**src/design/bfmb_pkg.sv**
```systemverilog
`timescale 1ns / 1ps
// ----------------------------------------------------------------------------
// bfmb_pkg
// Shared constants, operation codes and controller command type for the
// byte FIFO mailbox bridge.
// ----------------------------------------------------------------------------
package bfmb_pkg;

    localparam int FIFO_DEPTH_DEF = 16;
    localparam int FUNC_W         = 3;
    localparam int DATA_W         = 8;

    // byte returned by a master read of an empty receive FIFO
    localparam logic [DATA_W-1:0] EMPTY_BYTE = 8'hFF;

    // operation codes
    localparam logic [FUNC_W-1:0] FUNC_MASTER_WRITE = 3'd0;
    localparam logic [FUNC_W-1:0] FUNC_MASTER_READ  = 3'd1;
    localparam logic [FUNC_W-1:0] FUNC_TX_PUMP      = 3'd2;
    localparam logic [FUNC_W-1:0] FUNC_RX_PUMP      = 3'd3;
    localparam logic [FUNC_W-1:0] FUNC_HOST_TAKE    = 3'd4;
    localparam logic [FUNC_W-1:0] FUNC_HOST_PUT     = 3'd5;

    // controller to datapath commands
    typedef struct packed {
        logic capture;  // latch the operation on an accepted transfer
        logic fetch;    // registered read of both FIFO head entries
        logic exec;     // apply the operation and present the result
    } t_cmd;

endpackage

```
**src/design/byte_fifo_mailbox_bridge_unit.sv**
```systemverilog
`timescale 1ns / 1ps
// ----------------------------------------------------------------------------
// byte_fifo_mailbox_bridge_unit
// Master-side byte FIFOs bridged to a host mailbox pair.
// ----------------------------------------------------------------------------
// Usage:
//   An operation (i_func, i_data) transfers in at a rising edge with start
//   high and busy low. busy then stays high while the operation runs.
//   Each operation yields one result on o_read_data, o_read_was_empty,
//   o_accepted and the four status flags, shown for one cycle with o_done.
//   Sequence: after the accepting edge the operation passes a fetch step,
//   a registered read of the FIFO memories, and then the execute step.
//   The result appears in the cycle where busy drops; a new operation may
//   transfer at the edge that ends the o_done cycle.
//   The receiver cannot stall: each result is valid only while o_done is
//   high and must be taken then.
//   Reset (synchronous, active low) empties both FIFOs, clears both
//   mailboxes and their flags, and sets the transmit-drained flag.
// ----------------------------------------------------------------------------
module byte_fifo_mailbox_bridge_unit #(
    parameter int FIFO_DEPTH = bfmb_pkg::FIFO_DEPTH_DEF
) (
    input  logic                        i_clk,
    input  logic                        i_rst_n,
    input  logic                        start,
    output logic                        busy,
    input  logic [bfmb_pkg::FUNC_W-1:0] i_func,
    input  logic [bfmb_pkg::DATA_W-1:0] i_data,
    output logic                        o_done,
    output logic [bfmb_pkg::DATA_W-1:0] o_read_data,
    output logic                        o_read_was_empty,
    output logic                        o_accepted,
    output logic                        o_tx_flag,
    output logic                        o_tx_empty,
    output logic                        o_rx_flag,
    output logic                        o_rx_full
);

    bfmb_pkg::t_cmd cmd;

    // sequencer
    bfmb_ctrl u_ctrl (
        .i_clk   (i_clk),
        .i_rst_n (i_rst_n),
        .start   (start),
        .busy    (busy),
        .o_cmd   (cmd)
    );

    // FIFOs, mailboxes and result
    bfmb_dpath #(
        .FIFO_DEPTH (FIFO_DEPTH)
    ) u_dpath (
        .i_clk            (i_clk),
        .i_rst_n          (i_rst_n),
        .i_cmd            (cmd),
        .i_func           (i_func),
        .i_data           (i_data),
        .o_done           (o_done),
        .o_read_data      (o_read_data),
        .o_read_was_empty (o_read_was_empty),
        .o_accepted       (o_accepted),
        .o_tx_flag        (o_tx_flag),
        .o_tx_empty       (o_tx_empty),
        .o_rx_flag        (o_rx_flag),
        .o_rx_full        (o_rx_full)
    );

endmodule

```
**src/design/bfmb_ctrl.sv**
```systemverilog
`timescale 1ns / 1ps
// ----------------------------------------------------------------------------
// bfmb_ctrl
// Sequencer: accept an operation, fetch FIFO heads, execute.
// ----------------------------------------------------------------------------
module bfmb_ctrl (
    input  logic          i_clk,
    input  logic          i_rst_n,
    input  logic          start,
    output logic          busy,
    output bfmb_pkg::t_cmd o_cmd
);

    typedef enum logic [1:0] {
        ST_IDLE,
        ST_FETCH,
        ST_EXEC
    } t_state;

    t_state r_state;
    t_state n_state;
    logic   r_busy;

    // next state
    always_comb begin
        case (r_state)
            ST_IDLE:  n_state = start ? ST_FETCH : ST_IDLE;
            ST_FETCH: n_state = ST_EXEC;
            ST_EXEC:  n_state = ST_IDLE;
            default:  n_state = ST_IDLE;
        endcase
    end

    // state and registered busy
    always_ff @(posedge i_clk) begin
        if (!i_rst_n) begin
            r_state <= ST_IDLE;
            r_busy  <= 1'b0;
        end else begin
            r_state <= n_state;
            r_busy  <= (n_state != ST_IDLE);
        end
    end

    // commands
    always_comb begin
        o_cmd.capture = start && (r_state == ST_IDLE);
        o_cmd.fetch   = (r_state == ST_FETCH);
        o_cmd.exec    = (r_state == ST_EXEC);
    end

    assign busy = r_busy;

endmodule

```
**src/design/bfmb_dpath.sv**
```systemverilog
`timescale 1ns / 1ps
// ----------------------------------------------------------------------------
// bfmb_dpath
// Two ring byte FIFOs, the two mailboxes, status flags and result registers.
// ----------------------------------------------------------------------------
module bfmb_dpath #(
    parameter int FIFO_DEPTH = bfmb_pkg::FIFO_DEPTH_DEF
) (
    input  logic                        i_clk,
    input  logic                        i_rst_n,
    input  bfmb_pkg::t_cmd              i_cmd,
    input  logic [bfmb_pkg::FUNC_W-1:0] i_func,
    input  logic [bfmb_pkg::DATA_W-1:0] i_data,
    output logic                        o_done,
    output logic [bfmb_pkg::DATA_W-1:0] o_read_data,
    output logic                        o_read_was_empty,
    output logic                        o_accepted,
    output logic                        o_tx_flag,
    output logic                        o_tx_empty,
    output logic                        o_rx_flag,
    output logic                        o_rx_full
);

    localparam int PTR_W = $clog2(FIFO_DEPTH);
    localparam int DW    = bfmb_pkg::DATA_W;

    function automatic logic [PTR_W-1:0] f_next(input logic [PTR_W-1:0] p);
        return (p == PTR_W'(FIFO_DEPTH - 1)) ? '0 : p + 1'b1;
    endfunction

    // latched operation
    logic [bfmb_pkg::FUNC_W-1:0] r_func;
    logic [DW-1:0]               r_data;

    // storage
    logic [DW-1:0] tx_mem [FIFO_DEPTH];
    logic [DW-1:0] rx_mem [FIFO_DEPTH];
    logic [DW-1:0] r_tx_q;
    logic [DW-1:0] r_rx_q;

    // control state
    logic [PTR_W-1:0] r_tx_rp, r_tx_wp, r_rx_rp, r_rx_wp;
    logic [PTR_W-1:0] n_tx_rp, n_tx_wp, n_rx_rp, n_rx_wp;
    logic [DW-1:0]    r_out_mb, r_in_mb, n_out_mb, n_in_mb;
    logic             r_out_vld, r_drained, r_in_vld, r_rx_full;
    logic             n_out_vld, n_drained, n_in_vld, n_rx_full;

    // result
    logic [DW-1:0] r_read_data, n_read_data;
    logic          r_was_empty, n_was_empty;
    logic          r_acc, n_acc;
    logic          r_done;

    logic tx_we, rx_we;

    // capture the accepted operation
    always_ff @(posedge i_clk) begin
        if (i_cmd.capture) begin
            r_func <= i_func;
            r_data <= i_data;
        end
    end

    // transmit FIFO memory
    always_ff @(posedge i_clk) begin
        if (tx_we) begin
            tx_mem[r_tx_wp] <= r_data;
        end
        if (i_cmd.fetch) begin
            r_tx_q <= tx_mem[r_tx_rp];
        end
    end

    // receive FIFO memory
    always_ff @(posedge i_clk) begin
        if (rx_we) begin
            rx_mem[r_rx_wp] <= r_in_mb;
        end
        if (i_cmd.fetch) begin
            r_rx_q <= rx_mem[r_rx_rp];
        end
    end

    // operation decode and next state
    always_comb begin
        n_tx_rp     = r_tx_rp;
        n_tx_wp     = r_tx_wp;
        n_rx_rp     = r_rx_rp;
        n_rx_wp     = r_rx_wp;
        n_out_mb    = r_out_mb;
        n_in_mb     = r_in_mb;
        n_out_vld   = r_out_vld;
        n_drained   = r_drained;
        n_in_vld    = r_in_vld;
        n_rx_full   = r_rx_full;
        n_read_data = '0;
        n_was_empty = 1'b0;
        n_acc       = 1'b0;
        tx_we       = 1'b0;
        rx_we       = 1'b0;
        case (r_func)
            bfmb_pkg::FUNC_MASTER_WRITE: begin
                if (f_next(r_tx_wp) != r_tx_rp) begin
                    tx_we     = i_cmd.exec;
                    n_tx_wp   = f_next(r_tx_wp);
                    n_drained = 1'b0;
                    n_acc     = 1'b1;
                end
            end
            bfmb_pkg::FUNC_MASTER_READ: begin
                if (r_rx_rp == r_rx_wp) begin
                    n_read_data = bfmb_pkg::EMPTY_BYTE;
                    n_was_empty = 1'b1;
                end else begin
                    n_read_data = r_rx_q;
                    n_rx_rp     = f_next(r_rx_rp);
                    n_rx_full   = 1'b0;
                    n_acc       = 1'b1;
                end
            end
            bfmb_pkg::FUNC_TX_PUMP: begin
                if (!r_out_vld) begin
                    if (r_tx_rp == r_tx_wp) begin
                        n_drained = 1'b1;
                    end else begin
                        n_out_mb  = r_tx_q;
                        n_tx_rp   = f_next(r_tx_rp);
                        n_out_vld = 1'b1;
                        n_acc     = 1'b1;
                    end
                end
            end
            bfmb_pkg::FUNC_RX_PUMP: begin
                if (r_in_vld && !r_rx_full && (f_next(r_rx_wp) != r_rx_rp)) begin
                    rx_we     = i_cmd.exec;
                    n_rx_wp   = f_next(r_rx_wp);
                    n_in_vld  = 1'b0;
                    n_acc     = 1'b1;
                    // full once the following slot would meet the read side
                    if (f_next(f_next(r_rx_wp)) == r_rx_rp) begin
                        n_rx_full = 1'b1;
                    end
                end
            end
            bfmb_pkg::FUNC_HOST_TAKE: begin
                n_read_data = r_out_mb;
                n_acc       = r_out_vld;
                n_out_vld   = 1'b0;
            end
            bfmb_pkg::FUNC_HOST_PUT: begin
                n_in_mb  = r_data;
                n_in_vld = 1'b1;
                n_acc    = 1'b1;
            end
            default: begin
            end
        endcase
    end

    // state and result update
    always_ff @(posedge i_clk) begin
        if (!i_rst_n) begin
            r_tx_rp   <= '0;
            r_tx_wp   <= '0;
            r_rx_rp   <= '0;
            r_rx_wp   <= '0;
            r_out_mb  <= '0;
            r_in_mb   <= '0;
            r_out_vld <= 1'b0;
            r_drained <= 1'b1;
            r_in_vld  <= 1'b0;
            r_rx_full <= 1'b0;
            r_done    <= 1'b0;
        end else begin
            r_done <= i_cmd.exec;
            if (i_cmd.exec) begin
                r_tx_rp   <= n_tx_rp;
                r_tx_wp   <= n_tx_wp;
                r_rx_rp   <= n_rx_rp;
                r_rx_wp   <= n_rx_wp;
                r_out_mb  <= n_out_mb;
                r_in_mb   <= n_in_mb;
                r_out_vld <= n_out_vld;
                r_drained <= n_drained;
                r_in_vld  <= n_in_vld;
                r_rx_full <= n_rx_full;
            end
        end
    end

    // result payload
    always_ff @(posedge i_clk) begin
        if (i_cmd.exec) begin
            r_read_data <= n_read_data;
            r_was_empty <= n_was_empty;
            r_acc       <= n_acc;
        end
    end

    assign o_done           = r_done;
    assign o_read_data      = r_read_data;
    assign o_read_was_empty = r_was_empty;
    assign o_accepted       = r_acc;
    assign o_tx_flag        = r_out_vld;
    assign o_tx_empty       = r_drained;
    assign o_rx_flag        = r_in_vld;
    assign o_rx_full        = r_rx_full;

endmodule

```
**config.mk**
```make
export PLATFORM = sky130hd
export DESIGN_NAME = byte_fifo_mailbox_bridge_unit
export DESIGN_NICKNAME = d
export VERILOG_FILES = /design/src/design/bfmb_pkg.sv /design/src/design/byte_fifo_mailbox_bridge_unit.sv /design/src/design/bfmb_ctrl.sv /design/src/design/bfmb_dpath.sv
export SDC_FILE = /design/constraint.sdc
export NUM_CORES = 1
export LEC_CHECK = 0
export BUFFER_PORTS_ARGS = -buffer_cell sky130_fd_sc_hd__buf_4
export CORE_ASPECT_RATIO = 1.1
export CORE_MARGIN = 2
export CORE_UTILIZATION = 50
export DETAILED_ROUTE_END_ITERATION = 16
export PLACE_DENSITY = 0.66
export SLEW_MARGIN = 20
export SYNTH_ARGS = -nofsm -noshare
export SYNTH_HDL_FRONTEND = slang
export SYNTH_SLANG_ARGS = --single-unit
```
**constraint.sdc**
```tcl
create_clock -name i_clk -period 3.46 [get_ports i_clk]
set_clock_uncertainty 0.05 [all_clocks]
set_input_delay 0.173 -clock i_clk [delete_from_list [all_inputs] [get_ports i_clk]]
set_output_delay 0.173 -clock i_clk [all_outputs]
set_load 0.005 [all_outputs]
```
==> out/metrics.yaml <==
outcome: "finished clean"
grt_max_degree: 37
synth-edff-count: 293
ys_seq_area_frac: 0.709
drt_iter0_drc: 632
netSwitchingPower_uw: 1540
hold_viol: 0
vias_per_cell: 5.94
cts_setup_buffers: 0
avgSynthCellArea_um2: 17.4
grt_use_met3: 0.0298
crit_required_ps: 3530
die_area_um2: 28400
port_buffers: 29
crit_type: "reg -> reg"
rows: 63
dpl-instance-area_um2: 14100
fin_crit_ps: 2980
slowest_delay_ps: 660
tightest_slew_ps: 1130
cp_max_fo: 12
h-tree-depth: 2
synth_nets: 805
final_antenna_net_count: 0
regArea_um2: 9600
die_x_um: 161
ys_warn_count: 0
p_sw_frac: 0.194
cts_buffer_depth: 3
synth_top_area_frac: 0.650
setup_violations: 0
grt.overflow.total: 0
antenna_found_initial: 0
yosysUniqueCellTypes: 63
async_flop_share: 0
rsz0062_at_grt: "no"
mostFrequentLayoutCells: "293 x edfxtp_1, 64 x mux4_2, 43 x buf_4"
hpwl_um: 18100
finalInstanceArea_um2: 15200
synthTopCellsByArea: "edfxtp_1 65%, mux4_2 11%, dfxtp_1 5.9%, mux2i_1 2.6%, and3_1 1.4%"
grt_busiest_layer: "met2"
start_util: 0.505
hold_path_class: "in -> reg"
power_frac_seq: 0.555
drt-total-wl_um: 28100
clkLatencyLatePin_ps: 510
final_common_cell: "edfxtp_1"
final_layout_size_suffix_gt1_frac: 0.200
hold_buffers: 12
cts_resized: 0
multi_input_area_um2: 3670
yosys.area.top_type: "edfxtp_1"
clock_power_share: 0.434
final_max_slew_viol_count: 0
coreArea_um2: 26800
p_int_uw: 6430
grt_use_total: 0.201
cp.arrival_ps: 3040
crit_slowest_cell: "nor2b_1"
clkTransAtPathRegs_ps: 60
fin_tns_setup_ps: 0
p_per_area_nw_per_um2: 523
clock-root-buffer: "clkbuf_16"
path_cells: "ha_1 -> a22o_1 -> mux2i_1 -> or2_1 -> o211ai_2 -> nor2b_1"
grt_pass1_vias: 7180
total_power_uw: 7970
num-nets-final: 848
synthFlopType: "edfxtp_1"
end_kind: "register"
cts_tree: "yes"
areaGrowthSynthToFinish_pct: 12.6
gp_congestion: 0.816
wire_per_inst_um: 23.4
comb_power_share: 0.011
use_met1: 0.288
period_share: 0.861
met2_usage: 0.327
grt_pass1_wl_um: 42800
n_fill_cell: 2041
cts.sinks: 333
numCtsBuffers: 34
drc: 0
antenna_cells: 0
synth-seq-cells: 333
cap_violations: 0
boundaryPins: 30
slew_headroom: 0.246
worstSetupStartpointType: "register"
syn_area_um2: 13500
synth_cells: 779
clock.fmax_mhz: 336
die_h_um: 177
vias: 7150
ir_drop_mv: 0.561
drt_first_pass_iters: 5
leakage_uw: 0.00493
-- path summary, 6_finish.rpt --
kind	end	cells past startpoint	slack [ps]	startpoint
max reg2reg	u_dpath.rx_mem[7][1]	6	480	u_dpath.r_rx_wp[0]
min reg2reg	u_dpath.r_out_mb[4]	2	440	u_dpath.r_tx_q[4]
min	u_dpath.r_func[2]	3	220	start
max	u_dpath.rx_mem[7][1]	6	480	u_dpath.r_rx_wp[0]
-- critical path: cells and delay by family, from the launching register on --
family / cells / cell delay, ps
adder cells (fa/ha/maj): 1 / 420
AND/OR/NAND/NOR: 2 / 900
AO/OA/AOI/OAI: 2 / 410
multiplexers: 1 / 260
flip-flops: 1 / 560
-- Yosys cell counts, types with 8 or more instances --
master    instances
edfxtp_1        293
mux4_2           64
dfxtp_1          40
mux2i_1          35
nand2_1          33
a21oi_1          31
and3_1           30
nor2b_1          29
nor2_1           24
clkbuf_1         21
buf_2            19
a211oi_1         16
xnor2_1          14
ha_1             12
nand3_1          12
and2_1           11
a22oi_1           8
o21ai_1           8
-- area by class of cell --
class,count,area share
well taps,357,0.0293
repair buffers,55,0.0290
clock buffers,40,0.0593
clock inverters,20,0.00960
inverters,8,0.00197
multi-input cells,390,0.241
flip-flops and latches,333,0.630
-- sequential cells by signal, indices dropped and copies added (netlist names), 2 cells and up --
register and count:
u_dpath.r_rx_wp 4, u_dpath.r_data 8, u_dpath.rx_mem 128, u_dpath.r_func 3
u_ctrl.r_state 2, u_dpath.r_in_mb 8, u_dpath.r_tx_wp 4, u_dpath.r_out_mb 8
u_dpath.r_rx_rp 4, u_dpath.r_tx_rp 4, u_dpath.tx_mem 128, u_dpath.o_read_data 8
u_dpath.r_rx_q 8, u_dpath.r_tx_q 8
-- power groups by stage --
stage          clock network (uW)  logic (uW)  registers [uW]
3_3_place_gp                    0        75.1            4500
3_5_place_dp                    0        77.8            4510
2_1_floorplan                   0        44.5            4480
6_report                     3460        89.5            4420
5_1_grt                      3670        96.9            4420
4_1_cts                      3500        89.1            4420
-- layer usage --
layer | up-vias | part of all wire
met1 | 3708 | 0.43
met3 | 40 | 0.060
met2 | 240 | 0.49
met4 | 0 | 0.018
met5 | - | 0
li1 | 3162 | -
-- through the flow --
stage                     setup slack [ps]  utilization  cells  hold WS (ps)
after floorplan                        874            -    779           222
after global placement                 657        0.525   1131           302
after detailed placement               488        0.525   1131           302
after CTS                              469        0.569   1203           215
after global routing                   287        0.569   1203           225
final                                  482        0.569   1203           223
-- cell families (layout without fill, tap and decap cells) --
logic type | after synthesis | in the layout | share of synthesized area
flops | 333 | 333 | 0.709
simple gates | 163 | 163 | 0.0650
mux | 100 | 100 | 0.133
compound gates | 98 | 98 | 0.0495
buf+inv | 56 | 123 | 0.0195
xor+xnor | 17 | 17 | 0.0126
fa+ha+maj | 12 | 12 | 0.0111
(Power assumes the default switching activity.)
